<file path="src/sv/ppn_pkg.sv">
// ppn_pkg: shared widths, command codes and controller/datapath structs
// for the polygon plane (newell) block; no dependencies
package ppn_pkg;

  localparam int COORD_W = 24;
  localparam int NORM_W = 58;
  localparam int DIST_W = 64;
  localparam int CSUM_W = 32;
  localparam int MUL_W = 32;
  localparam int PROD_W = 64;
  localparam int WACC_W = 84;
  localparam int SS_W = 64;
  localparam int ROOT_W = 31;
  localparam int DIV_NUM_W = 48;
  localparam int DIV_DEN_W = 31;
  localparam int UNIT_W = 16;
  localparam int FRAC_W = 14;
  localparam int MAX_VERTICES_DEF = 256;
  localparam int COORD_BITS_DEF = 24;

  typedef enum logic [2:0] {
    MUL_NEWELL,
    MUL_FAST_LO,
    MUL_FAST_HI,
    MUL_SQUARE,
    MUL_DOT
  } mul_e;

  typedef enum logic [1:0] {
    RES_DEGEN,
    RES_FAST,
    RES_ACC
  } res_e;

  typedef enum logic {
    DIV_UNIT,
    DIV_DIST
  } div_e;

  typedef struct packed {
    logic load;
    logic close_ld;
    logic mul_en;
    mul_e mul_kind;
    logic [1:0] idx;
    logic clr_acc;
    logic big_ld;
    logic norm_step;
    logic sqrt_start;
    logic div_start;
    div_e div_kind;
    logic unit_st;
    logic dist_st;
    logic out_ld;
    res_e res_kind;
    logic state_clr;
  } cmd_t;

  typedef struct packed {
    logic do_newell;
    logic last;
    logic ovf;
    logic degen;
    logic fast;
    logic norm_ok;
    logic sqrt_done;
    logic div_done;
    logic out_busy;
  } sts_t;

endpackage

</file>
<file path="src/sv/ppn_ctrl.sv">
// ppn_ctrl: sequencer for vertex accumulation and the per-polygon plane solve
// depends on ppn_pkg; drives the datapath through cmd_t, reads sts_t
module ppn_ctrl (
  input  logic            clk_i,
  input  logic            rst_ni,
  input  logic            in_valid_i,
  output logic            in_stall_o,
  input  ppn_pkg::sts_t   sts_i,
  output ppn_pkg::cmd_t   cmd_o
);
  import ppn_pkg::*;

  typedef enum logic [4:0] {
    S_IDLE, S_VERT, S_NEWELL, S_NDRAIN, S_LASTCHK, S_CLOSE, S_CDRAIN,
    S_DECIDE, S_FAST, S_FDRAIN, S_NORM, S_SQ, S_SQDRAIN, S_SQRT_GO,
    S_SQRT_W, S_DIVN_GO, S_DIVN_W, S_DOT, S_DOTDRAIN, S_DIVD_GO,
    S_DIVD_W, S_FIN
  } state_e;

  state_e     state_q, state_d;
  logic [2:0] k_q, k_d;
  res_e       kind_q, kind_d;

  always_comb begin
    state_d = state_q;
    k_d = k_q;
    kind_d = kind_q;
    cmd_o = '0;
    cmd_o.mul_kind = MUL_NEWELL;
    cmd_o.div_kind = DIV_UNIT;
    cmd_o.res_kind = kind_q;
    cmd_o.idx = k_q[1:0];
    unique case (state_q)
      S_IDLE: begin
        if (in_valid_i) begin
          cmd_o.load = 1'b1;
          state_d = S_VERT;
        end
      end
      S_VERT: begin
        k_d = '0;
        state_d = sts_i.do_newell ? S_NEWELL : S_LASTCHK;
      end
      S_NEWELL, S_CLOSE: begin
        cmd_o.mul_en = 1'b1;
        k_d = k_q + 1'b1;
        if (k_q == 3'd2) state_d = (state_q == S_NEWELL) ? S_NDRAIN : S_CDRAIN;
      end
      S_NDRAIN: state_d = S_LASTCHK;
      S_LASTCHK: begin
        k_d = '0;
        if (!sts_i.last) begin
          state_d = S_IDLE;
        end else if (!sts_i.ovf) begin
          cmd_o.close_ld = 1'b1;
          state_d = S_CLOSE;
        end else begin
          state_d = S_DECIDE;
        end
      end
      S_CDRAIN: state_d = S_DECIDE;
      S_DECIDE: begin
        cmd_o.clr_acc = 1'b1;
        k_d = '0;
        if (sts_i.degen) begin
          kind_d = RES_DEGEN;
          state_d = S_FIN;
        end else if (sts_i.fast) begin
          kind_d = RES_FAST;
          state_d = S_FAST;
        end else begin
          kind_d = RES_ACC;
          cmd_o.big_ld = 1'b1;
          state_d = S_NORM;
        end
      end
      S_FAST: begin
        // even steps take the low half of a sum, odd steps the high half
        cmd_o.mul_en = 1'b1;
        cmd_o.mul_kind = k_q[0] ? MUL_FAST_HI : MUL_FAST_LO;
        cmd_o.idx = k_q[2:1];
        k_d = k_q + 1'b1;
        if (k_q == 3'd5) state_d = S_FDRAIN;
      end
      S_FDRAIN: state_d = S_FIN;
      S_NORM: begin
        if (sts_i.norm_ok) state_d = S_SQ;
        else cmd_o.norm_step = 1'b1;
      end
      S_SQ: begin
        cmd_o.mul_en = 1'b1;
        cmd_o.mul_kind = MUL_SQUARE;
        k_d = k_q + 1'b1;
        if (k_q == 3'd2) state_d = S_SQDRAIN;
      end
      S_SQDRAIN: state_d = S_SQRT_GO;
      S_SQRT_GO: begin
        cmd_o.sqrt_start = 1'b1;
        state_d = S_SQRT_W;
      end
      S_SQRT_W: begin
        k_d = '0;
        if (sts_i.sqrt_done) state_d = S_DIVN_GO;
      end
      S_DIVN_GO: begin
        cmd_o.div_start = 1'b1;
        state_d = S_DIVN_W;
      end
      S_DIVN_W: begin
        if (sts_i.div_done) begin
          cmd_o.unit_st = 1'b1;
          if (k_q == 3'd2) begin
            k_d = '0;
            state_d = S_DOT;
          end else begin
            k_d = k_q + 1'b1;
            state_d = S_DIVN_GO;
          end
        end
      end
      S_DOT: begin
        cmd_o.mul_en = 1'b1;
        cmd_o.mul_kind = MUL_DOT;
        k_d = k_q + 1'b1;
        if (k_q == 3'd2) state_d = S_DOTDRAIN;
      end
      S_DOTDRAIN: state_d = S_DIVD_GO;
      S_DIVD_GO: begin
        cmd_o.div_start = 1'b1;
        cmd_o.div_kind = DIV_DIST;
        state_d = S_DIVD_W;
      end
      S_DIVD_W: begin
        cmd_o.div_kind = DIV_DIST;
        if (sts_i.div_done) begin
          cmd_o.dist_st = 1'b1;
          state_d = S_FIN;
        end
      end
      S_FIN: begin
        // wait for the output register to drain before overwriting it
        if (!sts_i.out_busy) begin
          cmd_o.out_ld = 1'b1;
          cmd_o.state_clr = 1'b1;
          state_d = S_IDLE;
        end
      end
      default: state_d = S_IDLE;
    endcase
  end

  always_ff @(posedge clk_i or negedge rst_ni) begin
    if (!rst_ni) begin
      state_q <= S_IDLE;
      k_q <= '0;
      kind_q <= RES_DEGEN;
    end else begin
      state_q <= state_d;
      k_q <= k_d;
      kind_q <= kind_d;
    end
  end

  assign in_stall_o = (state_q != S_IDLE);
endmodule

</file>
<file path="config.mk">
export PLATFORM = sky130hd
export DESIGN_NAME = ppn_ctrl
export DESIGN_NICKNAME = d
export VERILOG_FILES = /design/src/sv/ppn_pkg.sv /design/src/sv/ppn_ctrl.sv
export SDC_FILE = /design/constraint.sdc
export NUM_CORES = 1
export LEC_CHECK = 0
export BUFFER_PORTS_ARGS = -buffer_cell sky130_fd_sc_hd__buf_2
export CAP_MARGIN = 5
export CELL_PAD_IN_SITES_DETAIL_PLACEMENT = 1
export CELL_PAD_IN_SITES_GLOBAL_PLACEMENT = 2
export CORE_MARGIN = 3
export CORE_UTILIZATION = 28
export DETAILED_ROUTE_END_ITERATION = 10
export GPL_ROUTABILITY_DRIVEN = 1
export PLACE_DENSITY_LB_ADDON = 0.1
export SLEW_MARGIN = 20
export SYNTH_ARGS = -nofsm -noshare
export SYNTH_HDL_FRONTEND = slang
export SYNTH_SLANG_ARGS = --single-unit
</file>
<file path="constraint.sdc">
create_clock -name clk_i -period 1.6 [get_ports clk_i]
set_input_delay 0.32 -clock clk_i [delete_from_list [all_inputs] [get_ports clk_i]]
set_output_delay 0.32 -clock clk_i [all_outputs]
set_load 0.02 [all_outputs]
</file>
==> results.json, run 1 <==
{
  "outcome": "finished with violations",
  "failed_checks": "setup timing",
  "drive_gt1_share_pct": 67.7,
  "synth_cell_types": 62,
  "drtAntennaViolNets": 0,
  "design_area_sq_mm": 0.00288,
  "rsz0062_at_grt": "yes",
  "setup_ws_ns": -0.456,
  "maxSlewHeadroom_pct": 67.8,
  "hold_ws_ns": 0.363,
  "drt_wl_total_mm": 8.18,
  "ys_ff_latch": 10,
  "synth_fp_nets": 192,
  "synthCells": 177,
  "post_drt_via_cell_ratio": 5.51,
  "fin_util_pct": 60.2,
  "fp.dieW_microns": 77.0,
  "clkLatencyLatePin_ns": 0.24,
  "timing.fmax_mhz": 486,
  "core_sq_mm": 0.00479,
  "setup_viol": 27,
  "dpl.hpwl_mm": 4.63,
  "fin_nets": 314,
  "row_count": 25,
  "ioPinCount": 33,
  "drt-pass1-iter-count": 4,
  "ir_drop_uv": 932,
  "startpoint_type": "flip-flop",
  "drv_cap": 0,
  "cp.arrival_ns": 1.74,
  "track_usage_pct": 25.0,
  "power_mw": 6.87,
  "worst_pin_slew_ns": 0.479,
  "cts.sinks": 10,
  "static-leakage-power_nw": 1.31,
  "min_period_ns": 2.06,
  "finClkSkew_ns": 0.00470,
  "wire_per_inst_microns": 22.5,
  "powerDensity_mw_per_mm2": 2390,
  "cp_max_fo": 6,
  "num_vias": 2004,
  "clockBufferDepth": 2,
  "synth_edf_count": 0,
  "numCtsBuffers": 3,
  "grt_remaining_overflow": 0,
  "initial_core_util_pct": 29.5,
  "hold_class": "input pin to flip-flop",
  "antenna_found_initial": 0,
  "first_global_vias": 2091,
  "syn_area_sq_mm": 0.00141,
  "clkSlewWorstSetupHoldPaths_ns": 0.05,
  "port_buffers": 32,
  "async_flop_share_pct": 100,
  "fp.dieH_microns": 77.0,
  "seq_area_frac_synth_pct": 17.7,
  "cts_tree": "done",
  "avgSynthCellArea_sq_um": 7.98,
  "ys_warn_count": 0,
  "critical_path_required_ns": 1.28,
  "grt_max_degree": 17,
  "dpl_cell_area_sq_mm": 0.00200,
  "finalHoldViolations": 0,
  "drt_iter0_markers": 106,
  "maxSlewViolCount": 0,
  "crit_path_end_kind": "output pin",
  "syn_to_final_growth_pct": 104,
  "synth_ff_type": "dfrtp_1",
  "gp_congestion": 0.885,
  "antenna_cells": 0,
  "drcViolationCount": 0,
  "cts-root-buf": "clkbuf_8",
  "cts_max_level": 1,
  "finalCritPeriodShare_pct": 128,
  "grt_first_pass_wirelength_mm": 11.6,
  "die_area_sq_mm": 0.00593,
  "path_class": "flip-flop to output pin"
}
-- cells in the mapped netlist, types with 2 or more instances --
master / instances / area [sq um]
nor3_1: 5 / 25.0
o211ai_1: 2 / 15.0
nor3b_1: 2 / 15.0
ha_1: 3 / 37.5
buf_4: 6 / 45.0
nor2_1: 10 / 37.5
inv_1: 7 / 26.3
buf_2: 3 / 15.0
a21o_1: 2 / 15.0
nor3_4: 2 / 32.5
nor4_1: 4 / 25.0
nor2b_1: 6 / 37.5
mux2i_1: 4 / 40.0
o21ai_0: 7 / 35.0
o2bb2ai_1: 4 / 35.0
o32ai_1: 2 / 17.5
o21ai_1: 4 / 20.0
o22ai_1: 4 / 25.0
nand2b_1: 7 / 43.8
nand3_1: 6 / 30.0
nand2_1: 16 / 60.1
clkbuf_1: 2 / 7.51
a21oi_1: 12 / 60.1
and3_1: 3 / 18.8
nand3b_1: 2 / 15.0
inv_2: 3 / 11.3
buf_6: 4 / 45.0
a211oi_1: 2 / 15.0
dfrtp_1: 10 / 250
-- cell usage in the layout, fill, tap and decap left out, drive strengths merged, types with 3 or more instances in the layout --
| master | count |
|---|---|
| buf | 131 |
| nand2 | 17 |
| ha | 3 |
| a21oi | 12 |
| nand2b | 8 |
| o32ai | 3 |
| nand3 | 6 |
| nor3 | 7 |
| o22ai | 4 |
| clkbuf | 3 |
| nor2 | 10 |
| nor2b | 6 |
| and3 | 3 |
| o2bb2ai | 4 |
| nand3b | 4 |
| or2 | 3 |
| nor4 | 6 |
| inv | 10 |
| mux2i | 4 |
| o21ai | 11 |
| dfrtp | 10 |
-- sequential cells by signal, indices dropped and copies added (netlist names) --
| signal | cells |
|---|---|
| k_q | 3 |
| state_q | 5 |
| kind_q | 2 |
-- critical path, cell delays in order (launching register included) --
cell	delay, ns
dfrtp_2	0.47
buf_6	0.15
nor4_4	0.33
nand2_2	0.16
nand2_1	0.14
o21ai_2	0.07
buf_4	0.16
-- what timing repair did --
item | in CTS | in global routing
hold endpoints to repair | 10 | 0
pin swaps | 16 | 10
setup buffers | 33 | 20
resized for setup | 84 | 37
hold buffers | 1 | 0
endpoints found under the setup margin | 29 | 29
-- final cells by class --
cell class / instances / area [sq um]
fill: 552 / 1910
clock buffer: 3 / 41.3
timing repair buffer: 132 / 1130
multi-input combinational: 142 / 1330
tap: 67 / 83.8
inverter: 10 / 40.0
sequential: 10 / 254
-- routing by layer --
layer | share of wire [%] | track usage, %
met5 | 0 | 0
met4 | 4.1 | 10.9
met3 | 3.8 | 3.29
met2 | 50 | 43.5
met1 | 42 | 30.8
-- cell families after synthesis --
family / synth area share [%]
flip-flops: 17.7
multiplexers: 3.63
buffers and inverters: 10.6
adder cells (fa/ha/maj): 2.66
XOR/XNOR: 1.24
AO/OA/AOI/OAI: 27.4
AND/OR/NAND/NOR: 36.8
-- where the power goes --
part	total, mW	leakage [nW]	switching, mW	internal, mW
clock	0.280	0.0216	0.113	0.166
sequential	0.508	0.125	0.128	0.380
combinational	6.08	1.17	3.06	3.02
total	6.87	1.31	3.30	3.57
-- final timing paths --
| check | from | to | slack, ns | cells after the start |
|---|---|---|---|---|
| max in group asynchronous | rst_ni | state_q[4]$_DFFE_PN0P_ | 0.87 | 2 |
| min in group asynchronous | rst_ni | kind_q[1]$_DFFE_PN0N_ | 0.48 | 2 |
| max reg2reg | state_q[2]$_DFFE_PN0P_ | k_q[2]$_DFFE_PN0P_ | -0.42 | 9 |
| min | sts_i[4] | kind_q[0]$_DFFE_PN0N_ | 0.36 | 3 |
| max | state_q[4]$_DFFE_PN0P_ | cmd_o[12] | -0.46 | 6 |
| min reg2reg | kind_q[1]$_DFFE_PN0N_ | kind_q[1]$_DFFE_PN0N_ | 0.48 | 1 |
-- through the flow --
| stage | setup TNS (ns) | setup slack (ns) | cells |
|---|---|---|---|
| CTS | -6.85 | -0.354 | 349 |
| finish | -8.92 | -0.456 | 364 |
| global route | -10.29 | -0.490 | 364 |
| floorplan | -0.434 | -0.0884 | 177 |
| global placement | -4.88 | -0.346 | 313 |
| detailed placement | -6.11 | -0.423 | 313 |
Note: power is estimated with default switching activity, not from simulation.
==> run 2, diff against run 1 <==
--- a/config.mk
+++ b/config.mk
@@ -7,7 +7,7 @@
 export LEC_CHECK = 0
 export BUFFER_PORTS_ARGS = -buffer_cell sky130_fd_sc_hd__buf_2
 export CAP_MARGIN = 5
-export CELL_PAD_IN_SITES_DETAIL_PLACEMENT = 1
+export CELL_PAD_IN_SITES_DETAIL_PLACEMENT = 0
 export CELL_PAD_IN_SITES_GLOBAL_PLACEMENT = 2
 export CORE_MARGIN = 3
 export CORE_UTILIZATION = 28
@@ -18,3 +18,4 @@
 export SYNTH_ARGS = -nofsm -noshare
 export SYNTH_HDL_FRONTEND = slang
 export SYNTH_SLANG_ARGS = --single-unit
+export TNS_END_PERCENT = 30
==> run 2 against run 1 <==
The run still ends with setup timing left. Utilization is 6.3 points lower. First-iteration DRC count down 44%. Hold slack gained 0.031 ns. Via count is 11% lower. Sequential cell count unchanged. Worst setup slack improved by 0.077 ns. Largest power group unchanged. Clock power rose by 16%. Combinational power decreased by 21%. Global-route usage is 5.2 points lower. Critical endpoint is now cmd_o[17]. Sequential power is 9.4% higher. Maximum frequency grew 3.9%.
==> results.json, run 2 (synthesis results as in run 1) <==
{
  "outcome": "finished with violations",
  "failed_checks": "setup timing",
  "first_global_vias": 1939,
  "drt-pass1-iter-count": 4,
  "cts_max_level": 1,
  "setup_viol": 27,
  "maxSlewViolCount": 0,
  "finClkSkew_ns": 0.00292,
  "p_int_mw": 3.05,
  "dpl.hpwl_mm": 4.30,
  "clkPwrFrac_pct": 5.7,
  "ioPinCount": 33,
  "antenna_found_initial": 0,
  "dpl_cell_area_sq_mm": 0.00204,
  "grt_first_pass_wirelength_mm": 9.40,
  "min_period_ns": 1.98,
  "syn_to_final_growth_pct": 82.6,
  "port_buffers": 32,
  "drcViolationCount": 0,
  "crit_slowest_cell": "dfrtp_2",
  "largest_registers": "state_q (5), k_q (3), kind_q (2)",
  "maxSlewHeadroom_pct": 71.1,
  "clkSlewWorstSetupHoldPaths_ns": 0.05,
  "cp.arrival_ns": 1.66,
  "finalHoldViolations": 0,
  "critPathTopFamily": "simple AND/OR/NAND/NOR gates",
  "clockBufferDepth": 2,
  "ir_drop_uv": 920,
  "worst_pin_slew_ns": 0.430,
  "antenna_cells": 0,
  "dp_cells": 319,
  "path_class": "flip-flop to output pin",
  "gp_congestion": 0.968,
  "cts-root-buf": "clkbuf_8",
  "grt_busiest_layer": "met2",
  "power.share.sequential_pct": 9.8,
  "finalCritPeriodShare_pct": 124,
  "initial_core_util_pct": 29.5,
  "fp.dieH_microns": 77.0,
  "track_usage_pct": 19.8,
  "switching_power_mw": 2.63,
  "drt_iter0_markers": 59,
  "met3_usage_pct": 2.93,
  "rsz0062_at_grt": "yes",
  "critical_path_required_ns": 1.28,
  "grt_remaining_overflow": 0,
  "stdcell_count": 350,
  "post_drt_via_cell_ratio": 5.07,
  "place_ws_ns": -0.276,
  "wire_per_inst_microns": 16.3,
  "num_vias": 1775,
  "cts_tree": "done",
  "hold_class": "input pin to flip-flop",
  "static-leakage-power_nw": 1.20,
  "numCtsBuffers": 3,
  "setup_ws_ns": -0.379,
  "drt_wl_total_mm": 5.71,
  "crit_chain": "or3b_4 > nor3_4 > o21bai_2 > buf_6",
  "fin_nets": 299,
  "core_sq_mm": 0.00479,
  "fin_setup_tns_ns": -6.59,
  "drtAntennaViolNets": 0,
  "combPwrFrac_pct": 84.5,
  "grt_use_met1_pct": 22.5,
  "cts.sinks": 10,
  "fp.dieW_microns": 77.0,
  "slowest_delay_ns": 0.48,
  "largest_reg_flops": 5,
  "die_area_sq_mm": 0.00593,
  "critPathBufInv": 1,
  "drive_gt1_share_pct": 60.4,
  "grt_max_degree": 13,
  "design_area_sq_mm": 0.00258,
  "hold_ws_ns": 0.394,
  "final_common_cell": "buf_4",
  "startpoint_type": "flip-flop",
  "swShare_pct": 46.3,
  "largest-register": "state_q",
  "drv_cap": 0,
  "timing.fmax_mhz": 505,
  "powerDensity_mw_per_mm2": 2200,
  "clkLatencyLatePin_ns": 0.24,
  "row_count": 25,
  "crit_path_end_kind": "output pin",
  "layout_common_cells": "75 x buf_4, 20 x buf_6, 19 x buf_2",
  "cp_max_fo": 7,
  "grtUsageMet2_pct": 38.2
}
run 2: cell count changes in the layout (fill, tap and decap cells not counted), moves of 3 or more:
cell     before  now
nand2_1      10   15
buf_6        35   20
nand2_2       6    0
a21oi_1      11    8
buf_2        15   19
a21oi_2       0    4
run 2: metal layers:
| metal | wire [microns] | part of all wire (%) | up-vias |
|---|---|---|---|
| li1 | - | - | 870 |
| met1 | 2290 | 40 | 862 |
| met2 | 3210 | 56 | 37 |
| met3 | 155 | 2.7 | 6 |
| met4 | 51 | 0.89 | 0 |
| met5 | 0 | 0 | - |
run 2: area by class of cell:
type	instances	area [sq um]
Inverter	10	37.5
Timing Repair Buffer	117	933
Multi-Input combinational cell	142	1210
Fill cell	483	2210
Tap cell	67	83.8
Clock buffer	4	55.1
Sequential cell	10	255
run 2: path summary, 6_finish.rpt:
path,slack [ns],endpoint,depth (start not counted),from
max,-0.38,cmd_o[17],4,state_q[1]$_DFFE_PN0P_
min,0.39,kind_q[0]$_DFFE_PN0N_,3,sts_i[4]
max reg2reg,-0.30,state_q[0]$_DFFE_PN0P_,7,state_q[3]$_DFFE_PN0P_
min reg2reg,0.48,kind_q[1]$_DFFE_PN0N_,1,kind_q[1]$_DFFE_PN0N_
max in group asynchronous,0.88,state_q[3]$_DFFE_PN0P_,2,rst_ni
min in group asynchronous,0.49,state_q[2]$_DFFE_PN0P_,2,rst_ni
run 2: tightest hold or removal path, stage by stage:
cell	delay, ns
buf_2	0.12
nand2b_1	0.06
o21ai_0	0.08
run 2: power groups by stage:
stage               clock (mW)  combinational, mW  sequential, mW
floorplan                    0               2.28           0.477
global placement             0               3.68           0.540
detailed placement           0               3.71           0.540
CTS                      0.331               4.48           0.545
global route             0.351               5.13           0.571
finish                   0.324               4.80           0.556
run 2: stage by stage:
stage                     util, %  total power, mW
final                        53.9             5.68
after global routing         53.9             6.05
after CTS                    51.3             5.36
after detailed placement     42.6             4.25
after global placement       42.6             4.22
after floorplan                 -             2.75
run 2: repair_timing:
item	in CTS	in global routing
pin swaps	18	10
buffers inserted	24	3
hold buffers	1	0
endpoints found under the hold margin	10	0
endpoints found under the setup margin	27	27
gates resized for setup	50	23
